`config.mk`:
```
export PLATFORM = sky130hd
export DESIGN_NAME = sorted_list_merge_core
export DESIGN_NICKNAME = d
export VERILOG_FILES = /design/src/hdl/slm_pkg.sv /design/src/hdl/slm_ram.sv /design/src/hdl/slm_queue.sv /design/src/hdl/slm_front.sv /design/src/hdl/slm_back.sv /design/src/hdl/sorted_list_merge_core.sv
export VERILOG_INCLUDE_DIRS = /design/src /design/src/hdl
export SDC_FILE = /design/constraint.sdc
export NUM_CORES = 2
export LEC_CHECK = 0
export BUFFER_PORTS_ARGS = -buffer_cell sky130_fd_sc_hd__buf_2
export CAP_MARGIN = 40
export CORE_MARGIN = 3
export CORE_UTILIZATION = 45
export DETAILED_ROUTE_END_ITERATION = 12
export GPL_TIMING_DRIVEN = 0
export PLACE_DENSITY = 0.63
export SLEW_MARGIN = 25
export SYNTH_ARGS = -nofsm -noshare
export SYNTH_HDL_FRONTEND = slang
export SYNTH_HIERARCHICAL = 1
export SYNTH_SLANG_ARGS = --single-unit
```
`constraint.sdc`:
```
create_clock -name clk -period 4.9 [get_ports clk]
set_clock_uncertainty 0.15 [all_clocks]
set_input_delay 0 -clock clk [delete_from_list [all_inputs] [get_ports clk]]
set_output_delay 0 -clock clk [all_outputs]
set_load 0.02 [all_outputs]
```
`src/hdl/sorted_list_merge_core_macros.svh`:
```
// Assertion macros used by the back part of the merge core.
`ifndef SORTED_LIST_MERGE_CORE_MACROS_SVH
`define SORTED_LIST_MERGE_CORE_MACROS_SVH

// Same-cycle implication, sampled on clk, off while rst_n is low.
`define SLM_ASSERT_NOW(label, cond, check, msg) \
    label: assert property (@(posedge clk) disable iff (!rst_n) (cond) |-> (check)) \
        else $error(msg);

// Next-cycle implication, sampled on clk, off while rst_n is low.
`define SLM_ASSERT_NEXT(label, cond, check, msg) \
    label: assert property (@(posedge clk) disable iff (!rst_n) (cond) |=> (check)) \
        else $error(msg);

`endif

```
`src/hdl/slm_pkg.sv`:
```
// Types and codes shared by the merge core modules.
`timescale 1ns / 1ps

package slm_pkg;

    localparam logic [1:0] KIND_LOAD_A = 2'd0;
    localparam logic [1:0] KIND_LOAD_B = 2'd1;
    localparam logic [1:0] KIND_MERGE  = 2'd2;

    localparam int KEY_W = 32;

    typedef struct packed {
        logic [1:0]              kind;
        logic signed [KEY_W-1:0] value;
    } slm_in_t;

    typedef struct packed {
        logic signed [KEY_W-1:0] merged_value;
        logic                    last;
        logic                    empty_res;
        logic                    overflow;
    } slm_out_t;

    typedef enum logic [1:0] {
        SLM_OP_LOAD_A,
        SLM_OP_LOAD_B,
        SLM_OP_MERGE
    } slm_op_t;

    typedef struct packed {
        slm_op_t          op;
        logic [KEY_W-1:0] value;
        logic             ovf;
    } slm_cmd_t;

    typedef struct packed {
        logic full;
        logic empty;
    } slm_q_status_t;

    typedef enum logic {
        BACK_IDLE,
        BACK_MERGE
    } slm_back_state_t;

endpackage

```
`src/hdl/slm_ram.sv`:
```
// Generic single-write, single-read RAM with registered read data.
`timescale 1ns / 1ps

module slm_ram #(
    parameter int WIDTH = 32,
    parameter int DEPTH = 32
) (
    input  logic                                         clk,
    input  logic                                         wr_en,
    input  logic [$clog2(DEPTH > 1 ? DEPTH : 2)-1:0]     wr_addr,
    input  logic [WIDTH-1:0]                             wr_data,
    input  logic [$clog2(DEPTH > 1 ? DEPTH : 2)-1:0]     rd_addr,
    output logic [WIDTH-1:0]                             rd_data
);

    logic [WIDTH-1:0] mem [DEPTH];
    logic [WIDTH-1:0] rd_data_reg;

    always_ff @(posedge clk)
    begin
        if (wr_en)
        begin
            mem[wr_addr] <= wr_data;
        end
        rd_data_reg <= mem[rd_addr];
    end

    assign rd_data = rd_data_reg;

endmodule

```
`src/hdl/slm_queue.sv`:
```
// Two-entry command queue between the front and back parts.
`timescale 1ns / 1ps

module slm_queue
    import slm_pkg::*;
(
    input  logic          clk,
    input  logic          rst_n,
    input  logic          push,
    input  slm_cmd_t      push_data,
    input  logic          pop,
    output slm_cmd_t      pop_data,
    output slm_q_status_t status
);

    slm_cmd_t   entry_reg [2];
    logic       wr_ptr_reg, wr_ptr_next;
    logic       rd_ptr_reg, rd_ptr_next;
    logic [1:0] fill_reg, fill_next;
    logic       do_push, do_pop;

    always_comb
    begin
        do_push     = push && (fill_reg != 2'd2);
        do_pop      = pop && (fill_reg != 2'd0);
        wr_ptr_next = do_push ? ~wr_ptr_reg : wr_ptr_reg;
        rd_ptr_next = do_pop ? ~rd_ptr_reg : rd_ptr_reg;
        fill_next   = fill_reg + {1'b0, do_push} - {1'b0, do_pop};
    end

    always_ff @(posedge clk or negedge rst_n)
    begin
        if (!rst_n)
        begin
            wr_ptr_reg <= 1'b0;
            rd_ptr_reg <= 1'b0;
            fill_reg   <= 2'd0;
        end
        else
        begin
            wr_ptr_reg <= wr_ptr_next;
            rd_ptr_reg <= rd_ptr_next;
            fill_reg   <= fill_next;
        end
    end

    always_ff @(posedge clk)
    begin
        if (do_push)
        begin
            entry_reg[wr_ptr_reg] <= push_data;
        end
    end

    assign pop_data     = entry_reg[rd_ptr_reg];
    assign status.full  = (fill_reg == 2'd2);
    assign status.empty = (fill_reg == 2'd0);

endmodule

```
`src/hdl/slm_front.sv`:
```
// Front part: accepts input items, tracks list fill and overflow, queues commands.
`timescale 1ns / 1ps

module slm_front
    import slm_pkg::*;
#(
    parameter int LIST_DEPTH = 32
) (
    input  logic          clk,
    input  logic          rst_n,
    input  logic          in_valid,
    output logic          in_ready,
    input  slm_in_t       in_data,
    input  slm_q_status_t q_status,
    output logic          q_push,
    output slm_cmd_t      q_data,
    input  logic          merge_done
);

    localparam int CW = $clog2(LIST_DEPTH + 1);

    logic [CW-1:0] cnt_a_reg, cnt_a_next;
    logic [CW-1:0] cnt_b_reg, cnt_b_next;
    logic          ovf_reg, ovf_next;
    logic          busy_reg, busy_next;
    logic          accept;

    always_comb
    begin
        in_ready   = !busy_reg && !q_status.full;
        accept     = in_valid && in_ready;
        cnt_a_next = cnt_a_reg;
        cnt_b_next = cnt_b_reg;
        ovf_next   = ovf_reg;
        busy_next  = busy_reg && !merge_done;
        q_push     = 1'b0;
        q_data.op    = SLM_OP_LOAD_A;
        q_data.value = in_data.value;
        q_data.ovf   = ovf_reg;
        if (accept)
        begin
            case (in_data.kind)
                KIND_LOAD_A:
                begin
                    if (cnt_a_reg >= CW'(LIST_DEPTH))
                    begin
                        ovf_next = 1'b1;
                    end
                    else
                    begin
                        q_push     = 1'b1;
                        cnt_a_next = cnt_a_reg + CW'(1);
                    end
                end
                KIND_LOAD_B:
                begin
                    q_data.op = SLM_OP_LOAD_B;
                    if (cnt_b_reg >= CW'(LIST_DEPTH))
                    begin
                        ovf_next = 1'b1;
                    end
                    else
                    begin
                        q_push     = 1'b1;
                        cnt_b_next = cnt_b_reg + CW'(1);
                    end
                end
                KIND_MERGE:
                begin
                    // Hold off input until the back part has read out both lists.
                    q_data.op  = SLM_OP_MERGE;
                    q_push     = 1'b1;
                    cnt_a_next = '0;
                    cnt_b_next = '0;
                    ovf_next   = 1'b0;
                    busy_next  = 1'b1;
                end
                default:
                begin
                end
            endcase
        end
    end

    always_ff @(posedge clk or negedge rst_n)
    begin
        if (!rst_n)
        begin
            cnt_a_reg <= '0;
            cnt_b_reg <= '0;
            ovf_reg   <= 1'b0;
            busy_reg  <= 1'b0;
        end
        else
        begin
            cnt_a_reg <= cnt_a_next;
            cnt_b_reg <= cnt_b_next;
            ovf_reg   <= ovf_next;
            busy_reg  <= busy_next;
        end
    end

endmodule

```
`src/hdl/slm_back.sv`:
```
// Back part: writes loads into the list RAMs and runs the merge into the output register.
`timescale 1ns / 1ps

`include "sorted_list_merge_core_macros.svh"

module slm_back
    import slm_pkg::*;
#(
    parameter int LIST_DEPTH = 32
) (
    input  logic          clk,
    input  logic          rst_n,
    input  logic          cfg_wr_en,
    input  logic          cfg_wr_data,
    input  slm_q_status_t q_status,
    input  slm_cmd_t      q_data,
    output logic          q_pop,
    output logic          merge_done,
    output logic          out_valid,
    input  logic          out_ready,
    output slm_out_t      out_data
);

    localparam int AW = (LIST_DEPTH > 1) ? $clog2(LIST_DEPTH) : 1;
    localparam int CW = $clog2(LIST_DEPTH + 1);
    localparam int SW = CW + 1;

    slm_back_state_t state_reg, state_next;
    logic [CW-1:0]   wa_reg, wa_next, wb_reg, wb_next;
    logic [CW-1:0]   ia_reg, ia_next, ib_reg, ib_next;
    logic            ovf_reg, ovf_next;
    logic            desc_reg;
    logic            out_valid_reg, out_valid_next;
    slm_out_t        out_data_reg, res;
    logic            emit, step, a_left, b_left, take_a, cmp;
    logic            we_a, we_b;
    logic [KEY_W-1:0] head_a, head_b;
    logic [SW-1:0]   total, pos;

    slm_ram #(.WIDTH(KEY_W), .DEPTH(LIST_DEPTH)) u_ram_a (
        .clk     (clk),
        .wr_en   (we_a),
        .wr_addr (wa_reg[AW-1:0]),
        .wr_data (q_data.value),
        .rd_addr (ia_next[AW-1:0]),
        .rd_data (head_a)
    );

    slm_ram #(.WIDTH(KEY_W), .DEPTH(LIST_DEPTH)) u_ram_b (
        .clk     (clk),
        .wr_en   (we_b),
        .wr_addr (wb_reg[AW-1:0]),
        .wr_data (q_data.value),
        .rd_addr (ib_next[AW-1:0]),
        .rd_data (head_b)
    );

    always_comb
    begin
        state_next = state_reg;
        wa_next    = wa_reg;
        wb_next    = wb_reg;
        ia_next    = ia_reg;
        ib_next    = ib_reg;
        ovf_next   = ovf_reg;
        q_pop      = 1'b0;
        we_a       = 1'b0;
        we_b       = 1'b0;
        emit       = 1'b0;
        merge_done = 1'b0;
        step       = !out_valid_reg || out_ready;
        a_left     = ia_reg < wa_reg;
        b_left     = ib_reg < wb_reg;
        total      = SW'(wa_reg) + SW'(wb_reg);
        pos        = SW'(ia_reg) + SW'(ib_reg) + SW'(1);
        cmp        = desc_reg ? ($signed(head_b) <= $signed(head_a))
                              : ($signed(head_a) <= $signed(head_b));
        take_a     = a_left && (!b_left || cmp);
        res.merged_value = take_a ? $signed(head_a) : $signed(head_b);
        res.last         = (pos == total);
        res.empty_res    = 1'b0;
        res.overflow     = ovf_reg;
        case (state_reg)
            BACK_IDLE:
            begin
                // Keep both read ports on entry 0 so the heads are ready at merge start.
                ia_next = '0;
                ib_next = '0;
                if (!q_status.empty)
                begin
                    q_pop = 1'b1;
                    case (q_data.op)
                        SLM_OP_LOAD_A:
                        begin
                            we_a    = 1'b1;
                            wa_next = wa_reg + CW'(1);
                        end
                        SLM_OP_LOAD_B:
                        begin
                            we_b    = 1'b1;
                            wb_next = wb_reg + CW'(1);
                        end
                        SLM_OP_MERGE:
                        begin
                            ovf_next   = q_data.ovf;
                            state_next = BACK_MERGE;
                        end
                        default:
                        begin
                        end
                    endcase
                end
            end
            BACK_MERGE:
            begin
                if (step)
                begin
                    emit = 1'b1;
                    if (total == '0)
                    begin
                        res.merged_value = '0;
                        res.last         = 1'b1;
                        res.empty_res    = 1'b1;
                    end
                    else if (take_a)
                    begin
                        ia_next = ia_reg + CW'(1);
                    end
                    else
                    begin
                        ib_next = ib_reg + CW'(1);
                    end
                    if (res.last)
                    begin
                        merge_done = 1'b1;
                        state_next = BACK_IDLE;
                        wa_next    = '0;
                        wb_next    = '0;
                        ia_next    = '0;
                        ib_next    = '0;
                    end
                end
            end
            default:
            begin
                state_next = BACK_IDLE;
            end
        endcase
        out_valid_next = emit || (out_valid_reg && !out_ready);
    end

    always_ff @(posedge clk or negedge rst_n)
    begin
        if (!rst_n)
        begin
            state_reg     <= BACK_IDLE;
            wa_reg        <= '0;
            wb_reg        <= '0;
            ia_reg        <= '0;
            ib_reg        <= '0;
            ovf_reg       <= 1'b0;
            desc_reg      <= 1'b0;
            out_valid_reg <= 1'b0;
        end
        else
        begin
            state_reg     <= state_next;
            wa_reg        <= wa_next;
            wb_reg        <= wb_next;
            ia_reg        <= ia_next;
            ib_reg        <= ib_next;
            ovf_reg       <= ovf_next;
            out_valid_reg <= out_valid_next;
            if (cfg_wr_en)
            begin
                desc_reg <= cfg_wr_data;
            end
        end
    end

    always_ff @(posedge clk)
    begin
        if (emit)
        begin
            out_data_reg <= res;
        end
    end

    assign out_valid = out_valid_reg;
    assign out_data  = out_data_reg;

    `SLM_ASSERT_NOW(a_merge_in_range, state_reg == BACK_MERGE,
        (SW'(ia_reg) + SW'(ib_reg) < total) || (total == '0),
        "merge read indexes ran past the list lengths")
    `SLM_ASSERT_NEXT(a_done_clears, merge_done,
        (wa_reg == '0) && (wb_reg == '0) && (state_reg == BACK_IDLE),
        "lists not emptied after merge")
    `SLM_ASSERT_NOW(a_empty_is_last, out_valid_reg && out_data_reg.empty_res,
        out_data_reg.last && (out_data_reg.merged_value == '0),
        "empty merge result not flagged last with zero value")

endmodule

```
`src/hdl/sorted_list_merge_core.sv`:
```
// Two-way merge of sorted lists: top level joining front, command queue and back.
//
// Input channel in_valid/in_ready/in_data carries load-A, load-B and merge items;
// output channel out_valid/out_ready/out_data carries merged keys, one per transfer.
// Writing cfg_wr_en with cfg_wr_data selects descending (1) or ascending (0) order.
// Loads are taken one per cycle while no merge is under way and the two-entry
// command queue has room; each passes through the queue into its list RAM. A load
// into a full list is dropped and sets the overflow flag reported with the next
// merge. After a merge transfer the input is held off until its last result sits
// in the output register. The merge command passes through the queue to the back
// part, which enters its merge state and then gives one result per cycle into the
// output register while it is not stalled. The rate is set by the one read port of
// each list RAM, whose registered read supplies the next head every cycle.
// When out_ready is low the output register holds its result and the merge waits.
// Reset clears both list lengths, the overflow flag and the order bit; list RAM
// contents are left undefined and never reach a result before being written.
`timescale 1ns / 1ps

module sorted_list_merge_core
    import slm_pkg::*;
#(
    parameter int LIST_DEPTH = 32
) (
    input  logic     clk,
    input  logic     rst_n,
    input  logic     cfg_wr_en,
    input  logic     cfg_wr_data,
    input  logic     in_valid,
    output logic     in_ready,
    input  slm_in_t  in_data,
    output logic     out_valid,
    input  logic     out_ready,
    output slm_out_t out_data
);

    slm_q_status_t q_status;
    slm_cmd_t      q_push_data, q_pop_data;
    logic          q_push, q_pop, merge_done;

    slm_front #(.LIST_DEPTH(LIST_DEPTH)) u_front (
        .clk        (clk),
        .rst_n      (rst_n),
        .in_valid   (in_valid),
        .in_ready   (in_ready),
        .in_data    (in_data),
        .q_status   (q_status),
        .q_push     (q_push),
        .q_data     (q_push_data),
        .merge_done (merge_done)
    );

    slm_queue u_queue (
        .clk       (clk),
        .rst_n     (rst_n),
        .push      (q_push),
        .push_data (q_push_data),
        .pop       (q_pop),
        .pop_data  (q_pop_data),
        .status    (q_status)
    );

    slm_back #(.LIST_DEPTH(LIST_DEPTH)) u_back (
        .clk         (clk),
        .rst_n       (rst_n),
        .cfg_wr_en   (cfg_wr_en),
        .cfg_wr_data (cfg_wr_data),
        .q_status    (q_status),
        .q_data      (q_pop_data),
        .q_pop       (q_pop),
        .merge_done  (merge_done),
        .out_valid   (out_valid),
        .out_ready   (out_ready),
        .out_data    (out_data)
    );

endmodule

```
# Word-level counts from Yosys, hierarchy flattened
# Memories as Yosys holds them, arrays and structs flattened. A register that Yosys moved wholly into a read port is not among the register bits.
# Index checks and enable logic that the tools add are counted.
dict set report classes {
  add_sub_neg 11
  order_cmp 6
  n_eq_ne 19
  muxes 64
  bitwise_logic 4
  n_reduce_logical 33
}
# op n
set op_table {}
lappend op_table {{$mux 34} 5}
lappend op_table {{$mux 6} 16}
lappend op_table {{$pmux 6 s2} 6}
lappend op_table {{$le 32x32->1} 2}
lappend op_table {{$add 6x1->6 const B} 6}
lappend op_table {{$mux 32} 1}
lappend op_table {{$mux 1} 31}
lappend op_table {{$ne 2x2->1 const B} 8}
lappend op_table {{$reduce_and 3->1} 5}
lappend op_table {{$add 6x6->7} 2}
lappend op_table {{$ge 6x6->1 const B} 2}
lappend op_table {{$lt 6x6->1} 2}
lappend op_table {{$reduce_and 4->1} 3}
lappend op_table {{$ne 3x3->1 const B} 3}
lappend op_table {{$add 7x1->7 const B} 1}
lappend op_table {{$eq 7x7->1} 1}
lappend op_table {{$logic_and 1x1->1} 7}
lappend op_table {{$logic_not 7->1} 1}
lappend op_table {{$eq 2x2->1 const B} 3}
lappend op_table {{$logic_not 1->1} 6}
lappend op_table {{$logic_not 2->1} 3}
lappend op_table {{$pmux 1 s3} 2}
lappend op_table {{$reduce_bool 2->1} 3}
lappend op_table {{$eq 2x1->1 const B} 2}
lappend op_table {{10 further kinds} 16}
dict set report totals {
  reg_bits 81
  ram_bits 2118
  input_bits 40
  output_inout_bits 37
  elab_cells 161
  memories 3
}
# memory depth width rd rd_clocked_by_memory_dff write_ports line_no
set mem_list {}
lappend mem_list {u_back.u_ram_a.mem 32 32 1 1 1 slm_ram.sv:16} ;# logic [WIDTH-1:0] mem [DEPTH];
lappend mem_list {u_back.u_ram_b.mem 32 32 1 1 1 slm_ram.sv:16}
lappend mem_list {u_queue.entry_reg 2 35 1 0 1 slm_queue.sv:16} ;# slm_cmd_t entry_reg [2];

# Longest topological paths before layout
dict set report logic_depth {
  depth_word 15
  ltp_mapped 20
  ltp_nobuf 17
}

# By module
# The synthesis kept the hierarchy.
# mod instances cells_each area_each_um2 seq_area_each_um2
set by_module_without_submodules {}
lappend by_module_without_submodules {{slm_ram at u_back.u_ram_a} 1 2260 40492.6 31390.1}
lappend by_module_without_submodules {{slm_ram at u_back.u_ram_b} 1 2260 40485.1 31390.1}
lappend by_module_without_submodules {slm_back 1 531 4758.3 1751.7}
lappend by_module_without_submodules {slm_queue 1 127 2876.5 2202.1}
lappend by_module_without_submodules {slm_front 1 136 1113.6 350.3}

# Worst setup path before layout
# No wires, ideal clock.
dict set report synth_path {
  kind {register to register}
  start {register u_back.wa_reg[0]}
  end {register u_back.u_ram_b.rd_data_reg[13] (netlist: u_back/u_ram_b/rd_data[13]) (read register of u_back.u_ram_b.mem)}
  t_arrival_ns 4.154
  slack_ns 0.471
  path_stages_with_launch 19
  path_buffers 3
  period_less_slack_ns 4.429
  cell_sequence {dfrtp_1 > ha_1 > fa_1 > a21o_1 > a21oi_2 > mux2_4 > or4_4 > buf_6 > and2_4 > a21boi_4 > nor2_1 > nor2_1 > and2b_1 > buf_4 > clkbuf_1 > a22o_1 > nor3_1 > a31oi_1 > nand3_1}
}
dict set report synth_between {
  elab_chain_cells 8
  word_cells_on_any_way 13
  classes_between {add/sub (1); order compare (1); eq/ne (1); mux (8); reduce/logical (2)}
}
# item line_no
set synth_lines {}
lappend synth_lines {{start: declaration} slm_back.sv:29} ;# logic [CW-1:0] wa_reg, wa_next, wb_reg, wb_next;
lappend synth_lines {{start signal: assignment} slm_back.sv:168} ;# wa_reg <= wa_next;
lappend synth_lines {{$add 6x6->7} slm_back.sv:74} ;# total = SW'(wa_reg) + SW'(wb_reg);
lappend synth_lines {{$eq 7x7->1 / $logic_not 7->1 (equally long branches)} {slm_back.sv:80, slm_back.sv:119}}
lappend synth_lines {{$mux 34} slm_back.sv:119} ;# if (total == '0)
lappend synth_lines {{$mux 34} slm_back.sv:116} ;# if (step)
lappend synth_lines {{$mux 34} slm_back.sv:83} ;# case (state_reg)
lappend synth_lines {{$mux 6 *} slm_back.sv:133} ;# if (res.last)
lappend synth_lines {{$mux 6 *} slm_back.sv:116}
lappend synth_lines {{$pmux 6 s2 *} slm_back.sv:83}
lappend synth_lines {{named net u_back.ib_next[2]} slm_back.sv:30} ;# logic [CW-1:0] ia_reg, ia_next, ib_reg, ib_next;
lappend synth_lines {{end: declaration} slm_ram.sv:17} ;# logic [WIDTH-1:0] rd_data_reg;
# The timed path passes the listed nets; every way through them passes the cells marked *. The select of a mux whose other input is x is not followed.
# A chain may end at the register's enable or synchronous reset.

# Worst setup path after layout
dict set report layout_path {
  start {register u_back.u_ram_b.rd_data_reg[25] (netlist: u_back/u_ram_b/rd_data[25]) (read register of u_back.u_ram_b.mem)}
  end {register u_back.u_ram_a.rd_data_reg[29] (netlist: u_back/u_ram_a/rd_data[29]) (read register of u_back.u_ram_a.mem)}
}
dict set report layout_between {
  elab_chain_cells 9
  word_cells_on_any_way 10
  classes_between {order compare (2); mux (6); reduce/logical (2)}
}
# item line_no
set layout_lines {}
lappend layout_lines {{$le 32x32->1, on equally long branches} {slm_back.sv:77, slm_back.sv:76}}
lappend layout_lines {{$mux 1 *} slm_back.sv:76} ;# cmp = desc_reg ? ($signed(head_b) <= $signed(head_a))
lappend layout_lines {{$logic_or 1x1->1 *} slm_back.sv:78} ;# take_a = a_left && (!b_left || cmp);
lappend layout_lines {{$logic_and 1x1->1 *} slm_back.sv:78}
lappend layout_lines {{$mux 6 *} slm_back.sv:125} ;# else if (take_a)
lappend layout_lines {{$mux 6 *} slm_back.sv:119}
lappend layout_lines {{$mux 6 *} slm_back.sv:133}
lappend layout_lines {{$mux 6 *} slm_back.sv:116}
lappend layout_lines {{$pmux 6 s2 *} slm_back.sv:83}
lappend layout_lines {{named net u_back.ia_next[1]} slm_back.sv:30}
lappend layout_lines {{end: declaration} slm_ram.sv:17}
# Marked as above.

==> metrics.txt <==
via count=49400; Final Worst Setup Slack=-0.0238 ns; H-tree Lvls=4; origin of the critical flop-to-flop path=u_back/u_ram_b/rd_data[25]; Synth cell types=77; synth warn=6; Avg Inst Size Synth=16.9 um^2; Cell Area, Synth=89700 um^2; Post-synth EDFFs=2153; RSZ-0062 raised after global routing=yes; status=finished with violations; CTS tree=built; failing checks=setup timing; final wirelength=229 mm; post-layout util=54.0%; chip width=453 um; Synth Instances=5314; Max-Cap Viols=0; Final Max Slew Viols=0; Final min period=4.92 ns; type of the worst min-delay path=in2async; area of the multi-input gates=22600 um^2; DRC=0; crit path max fanout=10; Area Growth Syn to Fin=19.1%; post-DP HPWL=150 mm; Required @ worst endpoint=5.43 ns; critical setup path kind=reg2reg; die area=205000 um^2; GPL Wtd Cong=0.863; ys async rst share=2.03%; relative slew slack=41.5%; IO Pins=77; setup slack, reg-to-reg=-0.02 ns; R2R cell count=19; total track usage=22.1%; Tcrit/Tclk final=100%; WP data arrival=5.45 ns; Starting Density=45.4%; FF+latch count, synth=2263; antenna viol nets, final=0; Syn Nets=5420; Root Driver=clkbuf_16; largest net degree at the start of global routing=65; Iteration-0 DRC Markers=5863; post-route cell area=107000 um^2; Final setup viols=1; Filler cells=15500; first-pass GRT wire length=331 mm; CP Launch Type=flop; Fin. Hold Viols=0; antenna violations before repair=2; global route overflow=0; Area after DPL=95900 um^2; height of the die=453 um; Nets=5898; CTS sink cnt=2263; worst slew pin tran=0.875 ns; FF-to-FF End=u_back/u_ram_a/rd_data[29]; crit end category=flop; hold_ws=0.0701 ns; clk_lat worst skew=0.85 ns; Main synth FF type=edfxtp_1; Port Buffer Count=43; First-pass DRT Iterations=8; CTS max path bufs=3; Storage cell area=67100 um^2; wire per inst=26.6 um; sequential share of the synthesized area=74.8%; Fmax=203 MHz; number of core rows=163; vias per cell=5.73; cts bufs inserted=223; clk slew on worst S/H paths=0.06 ns; layout cell share with drive strength beyond 1=18.9%; vias in the first global route=48200; core area=198000 um^2
## kinds of logic after synthesis
family	share of synthesized area, %
and+or+nand+nor	4.17
buffers and inverters	2.43
DFF	74.8
muxes	12.0
AOI/OAI and AO/OA	5.36
adders and majority gates	0.937
xor gates and xnor gates	0.293
## layout by cell type (no fill, tap or decap), types with 34 or more instances in the layout
| cell | n |
|---|---|
| clkinv_1 | 43 |
| clkinv_2 | 46 |
| clkbuf_4 | 39 |
| a21oi_1 | 259 |
| a22o_1 | 129 |
| dfxtp_1 | 59 |
| buf_16 | 52 |
| dlygate4sd3_1 | 81 |
| dfrtp_1 | 34 |
| edfxtp_1 | 2153 |
| nor3_1 | 41 |
| mux2i_1 | 1023 |
| ha_1 | 64 |
| nor3_4 | 36 |
| buf_12 | 53 |
| a22oi_1 | 186 |
| buf_4 | 118 |
| nor2_4 | 66 |
| buf_6 | 77 |
| nand3_1 | 174 |
| nand2_1 | 232 |
| nor2_1 | 77 |
| buf_2 | 64 |
| clkbuf_1 | 61 |
| clkbuf_16 | 226 |
| a31oi_4 | 43 |
| inv_1 | 60 |
| clkbuf_2 | 47 |
## through the flow
step                      setup TNS [ns]  std cells  worst slack [ns]
after floorplan                        0       5314             0.471
after global placement          -2542.95       7997             -1.77
after detailed placement          -81.56       8089             -1.54
after CTS                      -0.000964       8596         -0.000964
after global routing              -0.140       8623           -0.0346
final                            -0.0238       8627           -0.0238
## metal layers
| metal | vias to the layer above | GRT usage [%] | routed length (um) |
|---|---|---|---|
| met4 | 0 | 6.81 | 6060 |
| met2 | 1795 | 33.5 | 104000 |
| met5 | - | 0 | 0 |
| met1 | 25600 | 32.9 | 102000 |
| met3 | 276 | 3.38 | 17000 |
| li1 | 21800 | - | - |
## cell type report
class,count,area share [%]
Clock buffer,278,5.59
Antenna cell,4,0.00937
Multi-Input combinational cell,2676,21.2
Timing Repair Buffer,255,3.49
Sequential cell,2263,62.8
Buffer,312,2.29
Tap cell,2640,3.09
Inverter,61,0.217
Clock inverter,138,1.35
## synthesized netlist by cell type (4+ instances only)
library cell | number | area share (%)
buf_2 | 60 | 0.33
a22o_1 | 129 | 1.3
and2_1 | 4 | 0.028
and3_1 | 4 | 0.028
a21o_1 | 5 | 0.042
nand2_1 | 232 | 0.97
mux2i_1 | 1026 | 11
buf_4 | 100 | 0.84
edfxtp_1 | 2153 | 72
buf_6 | 35 | 0.44
a31oi_1 | 76 | 0.53
nand4_1 | 11 | 0.077
a211oi_1 | 4 | 0.033
a22oi_1 | 193 | 1.6
inv_1 | 61 | 0.26
dfxtp_1 | 64 | 1.4
buf_1 | 14 | 0.059
nor3_1 | 105 | 0.59
nand3_1 | 211 | 1.2
a21oi_1 | 261 | 1.5
xor2_1 | 8 | 0.078
or2_2 | 4 | 0.028
ha_1 | 64 | 0.89
nor3b_1 | 6 | 0.050
o21ai_0 | 24 | 0.13
nor2_1 | 147 | 0.61
dfrtp_1 | 46 | 1.3
mux2_2 | 8 | 0.10
xnor2_1 | 22 | 0.21
clkbuf_4 | 4 | 0.033
or3b_2 | 7 | 0.068
nand2b_1 | 14 | 0.098
nand3b_1 | 11 | 0.092
nor4_1 | 5 | 0.035
nor2b_1 | 9 | 0.063
or3_1 | 5 | 0.035
clkbuf_1 | 98 | 0.41
mux2_4 | 30 | 0.50
## worst max-delay path, stage by stage (launching register included)
cell	delay [ns]
dfxtp_1	0.48
inv_1	0.13
ha_1	0.32
a21oi_1	0.15
nor2_1	0.07
a211oi_2	0.23
o211ai_1	0.28
buf_4	0.22
a221o_1	0.31
clkbuf_4	0.23
o21a_1	0.25
o21ai_0	0.16
a32o_2	0.23
nor2b_1	0.18
clkbuf_1	0.37
buf_6	0.23
a22o_1	0.21
nor3_4	0.09
a31oi_4	0.29
nand3_1	0.18
## what timing repair did
item,CTS,global route
gates resized for setup,363,160
buffers inserted,11,3
hold endpoints to repair,182,0
hold buffers,82,0
endpoints found under the setup margin,64,64
pin swaps,16,30
## how the worst max path moves through the flow
stage / start / endpoint / slack, ns / depth (start not counted)
floorplan: u_back/wa_reg[0] / u_back/u_ram_b/rd_data[13] / 0.47 / 18
global placement: u_back/wa_reg[0] / u_back/u_ram_a/rd_data[15] / -1.77 / 17
detailed placement: u_back/wa_reg[0] / u_back/u_ram_a/rd_data[12] / -1.54 / 18
CTS: u_back/wa_reg[0] / u_back/u_ram_b/rd_data[31] / -0.001 / 20
global route: u_back/u_ram_a/rd_data[10] / u_back/u_ram_a/rd_data[19] / -0.03 / 15
finish: u_back/u_ram_b/rd_data[25] / u_back/u_ram_a/rd_data[29] / -0.02 / 19
Power is left out: the tool's default activity adds up to more than one toggle a clock period on the data nets, which glitch-free logic cannot reach.
